$ cat src/rtl/mdbsfr_pkg.sv
// ----------------------------------------------------------------------------
// MDB slave frame receiver package
// Types, codes and constants shared by the receiver and its checker.
// ----------------------------------------------------------------------------
package mdbsfr_pkg;

  localparam int FRAME_LIMIT = 36;
  localparam int SLOT_COUNT  = 4;

  localparam logic [7:0] ADDR_MASK = 8'hF8;
  localparam logic [7:0] CMD_MASK  = 8'h07;
  localparam logic [7:0] ACK_BYTE  = 8'h00;

  localparam logic [1:0] STATUS_IDLE = 2'd0;
  localparam logic [1:0] STATUS_BUSY = 2'd1;

  typedef enum logic [1:0] {
    PH_IDLE,
    PH_RECV,
    PH_ACK
  } phase_e;

  typedef enum logic [2:0] {
    CLS_NONE,
    CLS_RESET,
    CLS_SWITCH,
    CLS_CONTROL,
    CLS_POLL,
    CLS_COLUMN,
    CLS_STATUS
  } cls_e;

  localparam logic [2:0] EV_NONE     = 3'd0;
  localparam logic [2:0] EV_ADDRESS  = 3'd1;
  localparam logic [2:0] EV_DATA     = 3'd2;
  localparam logic [2:0] EV_FRAME_OK = 3'd3;
  localparam logic [2:0] EV_CSUM_BAD = 3'd4;
  localparam logic [2:0] EV_OVERFLOW = 3'd5;
  localparam logic [2:0] EV_ACK_SEEN = 3'd6;
  localparam logic [2:0] EV_IGNORED  = 3'd7;

  localparam logic [2:0] RP_NONE   = 3'd0;
  localparam logic [2:0] RP_ACK    = 3'd1;
  localparam logic [2:0] RP_NAK    = 3'd2;
  localparam logic [2:0] RP_STATUS = 3'd3;
  localparam logic [2:0] RP_HOST   = 3'd4;

  localparam logic [2:0] JOB_NONE    = 3'd0;
  localparam logic [2:0] JOB_RESET   = 3'd1;
  localparam logic [2:0] JOB_SWITCH  = 3'd2;
  localparam logic [2:0] JOB_CONTROL = 3'd3;
  localparam logic [2:0] JOB_COLUMN  = 3'd4;
  localparam logic [2:0] JOB_STATUS  = 3'd5;

  localparam logic [2:0] CFG_CODE_RESET   = 3'd0;
  localparam logic [2:0] CFG_CODE_SWITCH  = 3'd1;
  localparam logic [2:0] CFG_CODE_CONTROL = 3'd2;
  localparam logic [2:0] CFG_CODE_POLL    = 3'd3;
  localparam logic [2:0] CFG_CODE_COLUMN  = 3'd4;
  localparam logic [2:0] CFG_CODE_STATUS  = 3'd5;

  function automatic logic [7:0] slot_addr(input logic [1:0] idx);
    logic [7:0] a;
    case (idx)
      2'd0:    a = 8'h80;
      2'd1:    a = 8'h88;
      2'd2:    a = 8'hE0;
      default: a = 8'hE8;
    endcase
    return a;
  endfunction

endpackage

$ cat src/rtl/mdb_slave_frame_receiver_top.sv
// ----------------------------------------------------------------------------
// MDB slave frame receiver
// Tracks frames for four slave addresses on a 9-bit multi-drop bus, checks
// lengths and checksums, keeps slot status and produces one result per item.
// ----------------------------------------------------------------------------
// Each accepted item (bus byte or local status write) updates the link state
// in the cycle it is accepted and yields exactly one result, held in an
// output register and presented the next cycle. The block takes one item per
// clock: in_ready_o is high whenever the output register is empty or its
// result is taken in the same cycle, so the rate is set only by how fast the
// output side drains. Configuration writes are always ready.
module mdb_slave_frame_receiver_top (
  input  logic       clk_i,
  input  logic       rst_ni,
  input  logic       cfg_valid_i,
  output logic       cfg_ready_o,
  input  logic [2:0] cfg_index_i,
  input  logic [2:0] cfg_data_i,
  input  logic       in_valid_i,
  output logic       in_ready_o,
  input  logic       kind_i,
  input  logic [7:0] rx_byte_i,
  input  logic       mode_bit_i,
  input  logic       line_error_i,
  input  logic [1:0] slot_sel_i,
  input  logic [1:0] new_status_i,
  output logic       out_valid_o,
  input  logic       out_ready_i,
  output logic [2:0] event_res_o,
  output logic [2:0] reply_o,
  output logic [1:0] reply_status_o,
  output logic [1:0] slot_o,
  output logic [2:0] command_o,
  output logic [2:0] job_o,
  output logic [7:0] param_first_o,
  output logic [7:0] param_second_o,
  output logic [7:0] param_third_o
);
  import mdbsfr_pkg::*;

  logic [2:0] code_reset_q, code_switch_q, code_control_q;
  logic [2:0] code_poll_q, code_column_q, code_status_q;

  phase_e     phase_q, phase_d;
  logic [5:0] count_q, count_d;
  logic [7:0] sum_q, sum_d;
  logic [1:0] cur_slot_q, cur_slot_d;
  logic [2:0] cur_cmd_q, cur_cmd_d;
  logic [7:0] payload_q [3];
  logic [7:0] payload_d [3];
  logic [1:0] slot_status_q [4];
  logic [1:0] slot_status_d [4];
  logic [1:0] sent_status_q [4];
  logic [1:0] sent_status_d [4];

  logic       out_valid_q;
  logic [2:0] event_q, event_d;
  logic [2:0] reply_q, reply_d;
  logic [1:0] rstat_q, rstat_d;
  logic [1:0] slot_q, slot_d;
  logic [2:0] cmd_q, cmd_d;
  logic [2:0] job_q, job_d;
  logic [7:0] p0_q, p1_q, p2_q;

  logic       in_fire;
  logic       bus_byte;
  logic       addr_hit;
  logic [1:0] hit_slot;
  cls_e       cls;
  logic [6:0] cnt_next;
  logic       overflow;
  logic       at_end;
  logic       sum_ok;
  logic [1:0] cur_status;
  logic       frame;
  logic       params;

  assign cfg_ready_o = 1'b1;
  assign in_ready_o  = !out_valid_q || out_ready_i;
  assign in_fire     = in_valid_i && in_ready_o;
  assign bus_byte    = in_fire && !kind_i && !line_error_i;

  always_comb begin
    addr_hit = 1'b0;
    hit_slot = 2'd0;
    for (int i = SLOT_COUNT - 1; i >= 0; i--) begin
      if (slot_addr(2'(i)) == (rx_byte_i & ADDR_MASK)) begin
        addr_hit = 1'b1;
        hit_slot = 2'(i);
      end
    end
  end

  always_comb begin
    if (cur_cmd_q == code_reset_q) begin
      cls = CLS_RESET;
    end else if (cur_cmd_q == code_switch_q) begin
      cls = CLS_SWITCH;
    end else if (cur_cmd_q == code_control_q) begin
      cls = CLS_CONTROL;
    end else if (cur_cmd_q == code_poll_q) begin
      cls = CLS_POLL;
    end else if (cur_cmd_q == code_column_q) begin
      cls = CLS_COLUMN;
    end else if (cur_cmd_q == code_status_q) begin
      cls = CLS_STATUS;
    end else begin
      cls = CLS_NONE;
    end
  end

  assign cnt_next   = {1'b0, count_q} + 7'd1;
  assign overflow   = cnt_next >= 7'(FRAME_LIMIT);
  assign sum_ok     = sum_q == rx_byte_i;
  assign cur_status = slot_status_q[cur_slot_q];

  always_comb begin
    case (cls)
      CLS_NONE:    at_end = 1'b0;
      CLS_SWITCH:  at_end = cnt_next >= 7'd4;
      CLS_CONTROL: at_end = cnt_next >= 7'd6;
      default:     at_end = cnt_next >= 7'd2;
    endcase
  end

  // Link phase
  always_comb begin
    phase_d = phase_q;
    if (bus_byte) begin
      case (phase_q)
        PH_IDLE: begin
          if (mode_bit_i && addr_hit) phase_d = PH_RECV;
        end
        PH_RECV: begin
          if (!mode_bit_i) begin
            if (overflow) begin
              phase_d = PH_IDLE;
            end else if (at_end) begin
              phase_d = sum_ok ? PH_ACK : PH_IDLE;
            end
          end
        end
        default: begin
          if (!mode_bit_i) phase_d = PH_IDLE;
        end
      endcase
    end
  end

  // Frame datapath, slot status and result
  always_comb begin
    count_d       = count_q;
    sum_d         = sum_q;
    cur_slot_d    = cur_slot_q;
    cur_cmd_d     = cur_cmd_q;
    payload_d     = payload_q;
    slot_status_d = slot_status_q;
    sent_status_d = sent_status_q;
    event_d       = EV_NONE;
    reply_d       = RP_NONE;
    rstat_d       = STATUS_IDLE;
    job_d         = JOB_NONE;
    frame         = 1'b0;
    params        = 1'b0;
    if (kind_i) begin
      if ({1'b0, slot_sel_i} < 3'(SLOT_COUNT)) slot_status_d[slot_sel_i] = new_status_i;
    end else if (line_error_i) begin
      event_d = EV_IGNORED;
    end else if (phase_q == PH_IDLE) begin
      event_d = EV_IGNORED;
      if (mode_bit_i && addr_hit) begin
        count_d    = 6'd1;
        sum_d      = rx_byte_i;
        cur_slot_d = hit_slot;
        cur_cmd_d  = rx_byte_i[2:0];
        payload_d  = '{default: 8'd0};
        event_d    = EV_ADDRESS;
        frame      = 1'b1;
      end
    end else if (mode_bit_i) begin
      event_d = EV_IGNORED;
    end else begin
      case (phase_q)
        PH_RECV: begin
          frame   = 1'b1;
          count_d = cnt_next[5:0];
          if (cnt_next >= 7'd2 && cnt_next <= 7'd4) begin
            payload_d[2'(cnt_next - 7'd2)] = rx_byte_i;
          end
          if (overflow) begin
            event_d = EV_OVERFLOW;
          end else if (at_end) begin
            if (sum_ok) begin
              event_d = EV_FRAME_OK;
              params  = 1'b1;
              case (cls)
                CLS_POLL: begin
                  sent_status_d[cur_slot_q] = cur_status;
                  reply_d = RP_STATUS;
                  rstat_d = cur_status;
                end
                CLS_COLUMN: begin
                  reply_d = RP_HOST;
                  job_d   = JOB_COLUMN;
                end
                CLS_STATUS: begin
                  reply_d = RP_HOST;
                  job_d   = JOB_STATUS;
                end
                default: begin
                  if (cur_status == STATUS_BUSY) begin
                    reply_d = RP_NAK;
                  end else begin
                    slot_status_d[cur_slot_q] = STATUS_BUSY;
                    reply_d = RP_ACK;
                    job_d   = (cls == CLS_RESET)  ? JOB_RESET :
                              (cls == CLS_SWITCH) ? JOB_SWITCH : JOB_CONTROL;
                  end
                end
              endcase
            end else begin
              event_d = EV_CSUM_BAD;
            end
          end else begin
            sum_d   = sum_q + rx_byte_i;
            event_d = EV_DATA;
          end
        end
        PH_ACK: begin
          if (rx_byte_i == ACK_BYTE) begin
            event_d = EV_ACK_SEEN;
            frame   = 1'b1;
            if (cls == CLS_POLL && sent_status_q[cur_slot_q] != STATUS_BUSY) begin
              slot_status_d[cur_slot_q] = STATUS_IDLE;
              sent_status_d[cur_slot_q] = STATUS_IDLE;
            end
          end else begin
            event_d = EV_IGNORED;
          end
        end
        default: begin
          event_d = EV_IGNORED;
        end
      endcase
    end
    slot_d = frame ? cur_slot_d : 2'd0;
    cmd_d  = frame ? cur_cmd_d : 3'd0;
  end

  always_ff @(posedge clk_i or negedge rst_ni) begin
    if (!rst_ni) begin
      code_reset_q   <= 3'd0;
      code_switch_q  <= 3'd1;
      code_control_q <= 3'd2;
      code_poll_q    <= 3'd3;
      code_column_q  <= 3'd4;
      code_status_q  <= 3'd5;
    end else if (cfg_valid_i && cfg_ready_o) begin
      case (cfg_index_i)
        CFG_CODE_RESET:   code_reset_q   <= cfg_data_i;
        CFG_CODE_SWITCH:  code_switch_q  <= cfg_data_i;
        CFG_CODE_CONTROL: code_control_q <= cfg_data_i;
        CFG_CODE_POLL:    code_poll_q    <= cfg_data_i;
        CFG_CODE_COLUMN:  code_column_q  <= cfg_data_i;
        CFG_CODE_STATUS:  code_status_q  <= cfg_data_i;
        default: ;
      endcase
    end
  end

  always_ff @(posedge clk_i or negedge rst_ni) begin
    if (!rst_ni) begin
      phase_q       <= PH_IDLE;
      count_q       <= 6'd0;
      sum_q         <= 8'd0;
      cur_slot_q    <= 2'd0;
      cur_cmd_q     <= 3'd0;
      payload_q     <= '{default: 8'd0};
      slot_status_q <= '{default: STATUS_IDLE};
      sent_status_q <= '{default: STATUS_IDLE};
    end else if (in_fire) begin
      phase_q       <= phase_d;
      count_q       <= count_d;
      sum_q         <= sum_d;
      cur_slot_q    <= cur_slot_d;
      cur_cmd_q     <= cur_cmd_d;
      payload_q     <= payload_d;
      slot_status_q <= slot_status_d;
      sent_status_q <= sent_status_d;
    end
  end

  always_ff @(posedge clk_i or negedge rst_ni) begin
    if (!rst_ni) begin
      out_valid_q <= 1'b0;
    end else if (in_fire) begin
      out_valid_q <= 1'b1;
    end else if (out_ready_i) begin
      out_valid_q <= 1'b0;
    end
  end

  always_ff @(posedge clk_i) begin
    if (in_fire) begin
      event_q <= event_d;
      reply_q <= reply_d;
      rstat_q <= rstat_d;
      slot_q  <= slot_d;
      cmd_q   <= cmd_d;
      job_q   <= job_d;
      p0_q    <= params ? payload_d[0] : 8'd0;
      p1_q    <= params ? payload_d[1] : 8'd0;
      p2_q    <= params ? payload_d[2] : 8'd0;
    end
  end

  assign out_valid_o    = out_valid_q;
  assign event_res_o    = event_q;
  assign reply_o        = reply_q;
  assign reply_status_o = rstat_q;
  assign slot_o         = slot_q;
  assign command_o      = cmd_q;
  assign job_o          = job_q;
  assign param_first_o  = p0_q;
  assign param_second_o = p1_q;
  assign param_third_o  = p2_q;

endmodule

$ cat config.mk
export PLATFORM = sky130hd
export DESIGN_NAME = mdb_slave_frame_receiver_top
export DESIGN_NICKNAME = d
export VERILOG_FILES = /design/src/rtl/mdbsfr_pkg.sv /design/src/rtl/mdb_slave_frame_receiver_top.sv
export SDC_FILE = /design/constraint.sdc
export NUM_CORES = 1
export LEC_CHECK = 0
export ABC_AREA = 1
export BUFFER_PORTS_ARGS = -buffer_cell sky130_fd_sc_hd__clkbuf_2
export CORE_MARGIN = 2
export CORE_UTILIZATION = 30
export CTS_BUF_LIST = sky130_fd_sc_hd__clkbuf_8
export DETAILED_ROUTE_END_ITERATION = 12
export PLACE_DENSITY = 0.49
export SYNTH_ARGS = -nofsm -noshare
export SYNTH_HDL_FRONTEND = slang
export SYNTH_SLANG_ARGS = --single-unit
$ cat constraint.sdc
create_clock -name clk_i -period 3.17 [get_ports clk_i]
set_input_delay 0.317 -clock clk_i [delete_from_list [all_inputs] [get_ports clk_i]]
set_output_delay 0.317 -clock clk_i [all_outputs]
set_load 0.02 [all_outputs]
==> impl_summary.log <==
INFO  metric core-area = roughly 23000 um^2
INFO  metric timing.final.hold_violations = 0
INFO  metric die_h = about 160 um
INFO  metric synth_top_cells_by_count = sky130_fd_sc_hd__nand2_1, sky130_fd_sc_hd__inv_1, sky130_fd_sc_hd__o21ai_0, sky130_fd_sc_hd__dfrtp_1, sky130_fd_sc_hd__nor2_1
INFO  metric holdCritStartpoint = out_ready_i
INFO  metric worst-r2r-cell-count = 16
INFO  metric netSwitchingFraction = 0.3965
INFO  metric inserted_clock_buffers = 17
INFO  metric min_path_cells = 4
INFO  metric power.switching = between 2 and 2.5 mW
INFO  metric route.detailed.vias_per_inst = around 4.5
INFO  metric place.detailed.hpwl = roughly 14 mm
INFO  metric detailedRoute.firstPassIterationCount = 5
INFO  metric synth.most_common_cell = sky130_fd_sc_hd__nand2_1
INFO  metric post_synthesis_instance_total = 899
INFO  metric worstReg2RegEnd = param_third_o[5]
INFO  metric sequential_cell_area = ~3200 um^2
INFO  metric finalSetupViolations = 0
INFO  metric finalCritPeriodShare = 0.9224
INFO  metric yosysUniqueCellTypes = 53
INFO  metric intPower = ~3.7 mW
INFO  metric drt-total-wl = ~18 mm
INFO  metric placementRows = 56
INFO  metric fp.dieArea = between 20000 and 25000 um^2
INFO  metric place_ws = 0.1439 ns
INFO  metric synthDominantCellAreaShare = 0.2573
INFO  metric globalRoute.totalOverflow = 0
INFO  metric power.share.sequential = 0.349
INFO  metric ctsLongestPathBuffers = 2
INFO  metric grt.total_usage = 0.1547
INFO  metric rsz0062_at_grt = false
INFO  metric crit_arrival = 3.11 ns
INFO  metric status = finished clean
INFO  metric drive_gt1_frac = 0.1740
INFO  metric fmaxAchievable = about 340 MHz
INFO  metric synthArstFlopShare = 0.6723
INFO  metric synth_area_leader_cell = sky130_fd_sc_hd__dfrtp_1
INFO  metric finalNetCount = slightly above 1000
INFO  metric die_w = about 160 um
INFO  metric count_of_state_elements_after_synthesis = between 100 and 150
INFO  metric grt_antenna_before_repair = 0
INFO  metric fillers = 2458
INFO  metric synth-edff-count = 39
INFO  metric report.final.slew_viol_count = 0
INFO  metric routedWlPerCell = 13.98 um
INFO  metric buffer_ports.inserted = 67
INFO  metric multi_input_comb_area = 3162 um^2
INFO  metric post_synth_instance_area = approximately 7100 um^2
INFO  metric root_buffer = sky130_fd_sc_hd__clkbuf_8
INFO  metric drt_drc_violations_left = 0
INFO  metric pin_count_of_the_biggest_net_entering_global_routing = 62
INFO  metric clkPwrFrac = 0.268
INFO  metric vias_in_the_first_global_route = approximately 5600
INFO  metric critical_path.endpoint_type = register
INFO  metric leakage = ~3.8 nW
INFO  metric p_comb_frac = 0.384
INFO  metric yosysWarnings = 0
INFO  metric power_density = approximately 740 nW/um^2
INFO  metric synthToLayoutAreaGrowth = 16.27%
INFO  metric setup.worst_path.start_class = register
INFO  metric ir_worst_vdd = 273.2 uV
INFO  metric drt_first_iter_violations = roughly 440
INFO  metric route.vias.total = 5914
INFO  metric post-route-min-period = 2.924 ns
INFO  metric postRouteAntennaNets = 0
INFO  metric globalplace.congestion = around 0.85
INFO  metric reg2reg_slack = roughly 0.25 ns
INFO  metric whs_endpoint = out_valid_o
INFO  metric yosysSeqAreaShare = 0.4482
INFO  metric sum_of_internal_switching_and_leakage_power = between 6 and 7 mW
INFO  metric antenna_cells_inserted = 0
INFO  metric totalNegativeSetupSlack = 0 ns
INFO  metric yosys_most_used_dff = sky130_fd_sc_hd__dfrtp_1
INFO  metric initial_cell_density_of_the_core = 0.3043
INFO  metric postLayoutSetupSlackWorst = about 0.25 ns
INFO  metric worstSetupPathType = register to register
INFO  metric ioPinCount = 69
INFO  metric critPathRequiredTime = ~3.4 ns
INFO  metric wire_length_of_the_first_global_routing_pass = roughly 30 mm
INFO  metric worst-slew-pin-transition = ~0.6 ns
INFO  metric syn_area_per_cell = about 7.9 um^2
INFO  metric cts_tree = done
INFO  metric critical_path.reg2reg.startpoint = count_q[0]
INFO  metric critPathMaxFanout = 11
INFO  metric synth.area.top_cells = sky130_fd_sc_hd__dfrtp_1, sky130_fd_sc_hd__edfxtp_1, sky130_fd_sc_hd__nand2_1
INFO  metric clock-skew-final = about 0.014 ns
INFO  metric htreeDepth = 4
INFO  metric drv_cap = 0
INFO  metric worstHoldPathType = input port to register
INFO  metric clock_sink_count = between 100 and 150
INFO  metric worst_skew_pair.late_latency = 0.45 ns
INFO  metric synthesis.nets = 939
INFO  metric clk_pin_slew_worst_paths = ~0.080 ns
INFO  metric worst_slew_margin_rel = 0.6063
[metrics by stage]
stage / instance area, um^2 / util / hold slack [ns] / std cells
2_1_floorplan: 7099 / - / 0.02141 / 899
3_3_place_gp: 7779 / 0.3334 / 0.3215 / 1269
3_5_place_dp: 7779 / 0.3334 / 0.3291 / 1269
4_1_cts: 8252 / 0.3537 / 0.1205 / 1302
5_1_grt: 8254 / 0.3538 / 0.1647 / 1302
6_report: 8254 / 0.3538 / 0.1404 / 1302
[layout make-up]
type	instances	area share
Sequential cell	119	0.3855
Multi-Input combinational cell	597	0.3831
Inverter	152	0.06973
Timing Repair Buffer	83	0.05730
Tap cell	319	0.04836
Clock buffer	19	0.03168
Clock inverter	13	0.02440
[cells in the final DEF (no fill, tap or decap), types with 5 or more instances in the layout]
| cell type | Yosys | final |
|---|---|---|
| sky130_fd_sc_hd__a21oi_1 | 25 | 25 |
| sky130_fd_sc_hd__buf_4 | 5 | 15 |
| sky130_fd_sc_hd__bufinv_16 | 0 | 5 |
| sky130_fd_sc_hd__clkbuf_2 | 0 | 66 |
| sky130_fd_sc_hd__clkbuf_8 | 0 | 19 |
| sky130_fd_sc_hd__dfrtp_1 | 73 | 73 |
| sky130_fd_sc_hd__dfstp_2 | 7 | 7 |
| sky130_fd_sc_hd__edfxtp_1 | 39 | 39 |
| sky130_fd_sc_hd__ha_1 | 13 | 12 |
| sky130_fd_sc_hd__inv_1 | 144 | 146 |
| sky130_fd_sc_hd__inv_2 | 5 | 6 |
| sky130_fd_sc_hd__nand2_1 | 211 | 211 |
| sky130_fd_sc_hd__nand2_2 | 8 | 8 |
| sky130_fd_sc_hd__nand3_1 | 46 | 46 |
| sky130_fd_sc_hd__nand4_1 | 12 | 12 |
| sky130_fd_sc_hd__nor2_1 | 67 | 67 |
| sky130_fd_sc_hd__nor3_1 | 5 | 5 |
| sky130_fd_sc_hd__o211ai_1 | 8 | 8 |
| sky130_fd_sc_hd__o21ai_0 | 88 | 88 |
| sky130_fd_sc_hd__o21ai_1 | 23 | 23 |
| sky130_fd_sc_hd__o21ai_2 | 13 | 13 |
| sky130_fd_sc_hd__o22ai_1 | 9 | 9 |
| sky130_fd_sc_hd__o32ai_1 | 6 | 6 |
| sky130_fd_sc_hd__xnor2_1 | 20 | 20 |
[how the worst max path moves through the flow]
stage | slack (ns) | end | depth (start not counted) | startpoint
after floorplan | 0.36 | command_o[0] | 4 | out_valid_o
after global placement | 0.19 | param_third_o[5] | 16 | count_q[0]
after detailed placement | 0.14 | param_third_o[5] | 16 | count_q[1]
after CTS | 0.14 | param_third_o[5] | 16 | count_q[0]
after global routing | 0.001 | param_third_o[5] | 16 | count_q[1]
final | 0.25 | param_third_o[5] | 16 | count_q[0]
[critical path, cell delays in order (launching register included)]
cell,delay (ns)
sky130_fd_sc_hd__dfrtp_1,0.42
sky130_fd_sc_hd__ha_2,0.31
sky130_fd_sc_hd__nand2_2,0.11
sky130_fd_sc_hd__nor3_2,0.23
sky130_fd_sc_hd__inv_1,0.08
sky130_fd_sc_hd__nand2_2,0.11
sky130_fd_sc_hd__nor2_4,0.05
sky130_fd_sc_hd__nand3_1,0.12
sky130_fd_sc_hd__nand2_1,0.10
sky130_fd_sc_hd__nor2_4,0.21
sky130_fd_sc_hd__nand2_2,0.11
sky130_fd_sc_hd__inv_2,0.09
sky130_fd_sc_hd__nand2_2,0.17
sky130_fd_sc_hd__o21ai_0,0.27
sky130_fd_sc_hd__o21ai_0,0.13
sky130_fd_sc_hd__nand2_1,0.10
sky130_fd_sc_hd__nor2_1,0.05
[cells by family (layout without fill, tap and decap cells)]
kind of cell	Yosys count	count (layout)	synth area share
multiplexers	1	1	0.001410
XOR/XNOR	24	24	0.03067
adder cells (fa/ha/maj)	14	14	0.02573
buffers and inverters	183	267	0.1068
flip-flops	119	119	0.4482
AO/OA/AOI/OAI	189	189	0.1597
AND/OR/NAND/NOR	368	368	0.2270
other	1	1	0.0005282
[state kept, by name, indices dropped and copies added (netlist names), named ones only]
name	cells
cur_slot_q	2
job_o	2
code_column_q	3
code_status_q	3
payload_q	24
event_res_o	3
code_poll_q	3
code_control_q	3
cur_cmd_q	3
slot_o	2
count_q	6
param_second_o	8
command_o	3
reply_o	3
code_switch_q	3
code_reset_q	3
reply_status_o	2
param_third_o	8
sum_q	8
out_valid_o	1
param_first_o	8
sent_status_q	8
phase_q	2
slot_status_q	4
[per-layer routing]
metal | global-route usage | vias up | share of wire | wire [um]
met5 | 0 | - | 0 | 0
met4 | 0.04113 | 0 | 0.0083 | 151
met2 | 0.2526 | 134 | 0.47 | 8601
met1 | 0.2120 | 2704 | 0.48 | 8739
li1 | - | 3061 | - | -
met3 | 0.02683 | 15 | 0.039 | 705
[what timing repair did]
action	in CTS	in global routing
buffers inserted	0	0
resized for setup	0	1
setup endpoints to repair	0	3
hold buffers	1	0
endpoints found under the hold margin	27	0
[power by group through the flow]
stage	combinational [mW]	sequential (mW)	clock, mW
floorplan	1.85	2.11	0
global placement	2.35	2.15	0
detailed placement	2.34	2.15	0
CTS	2.35	2.13	1.68
global route	2.69	2.17	1.74
finish	2.34	2.12	1.63
Power figures use the tool's default switching activity.
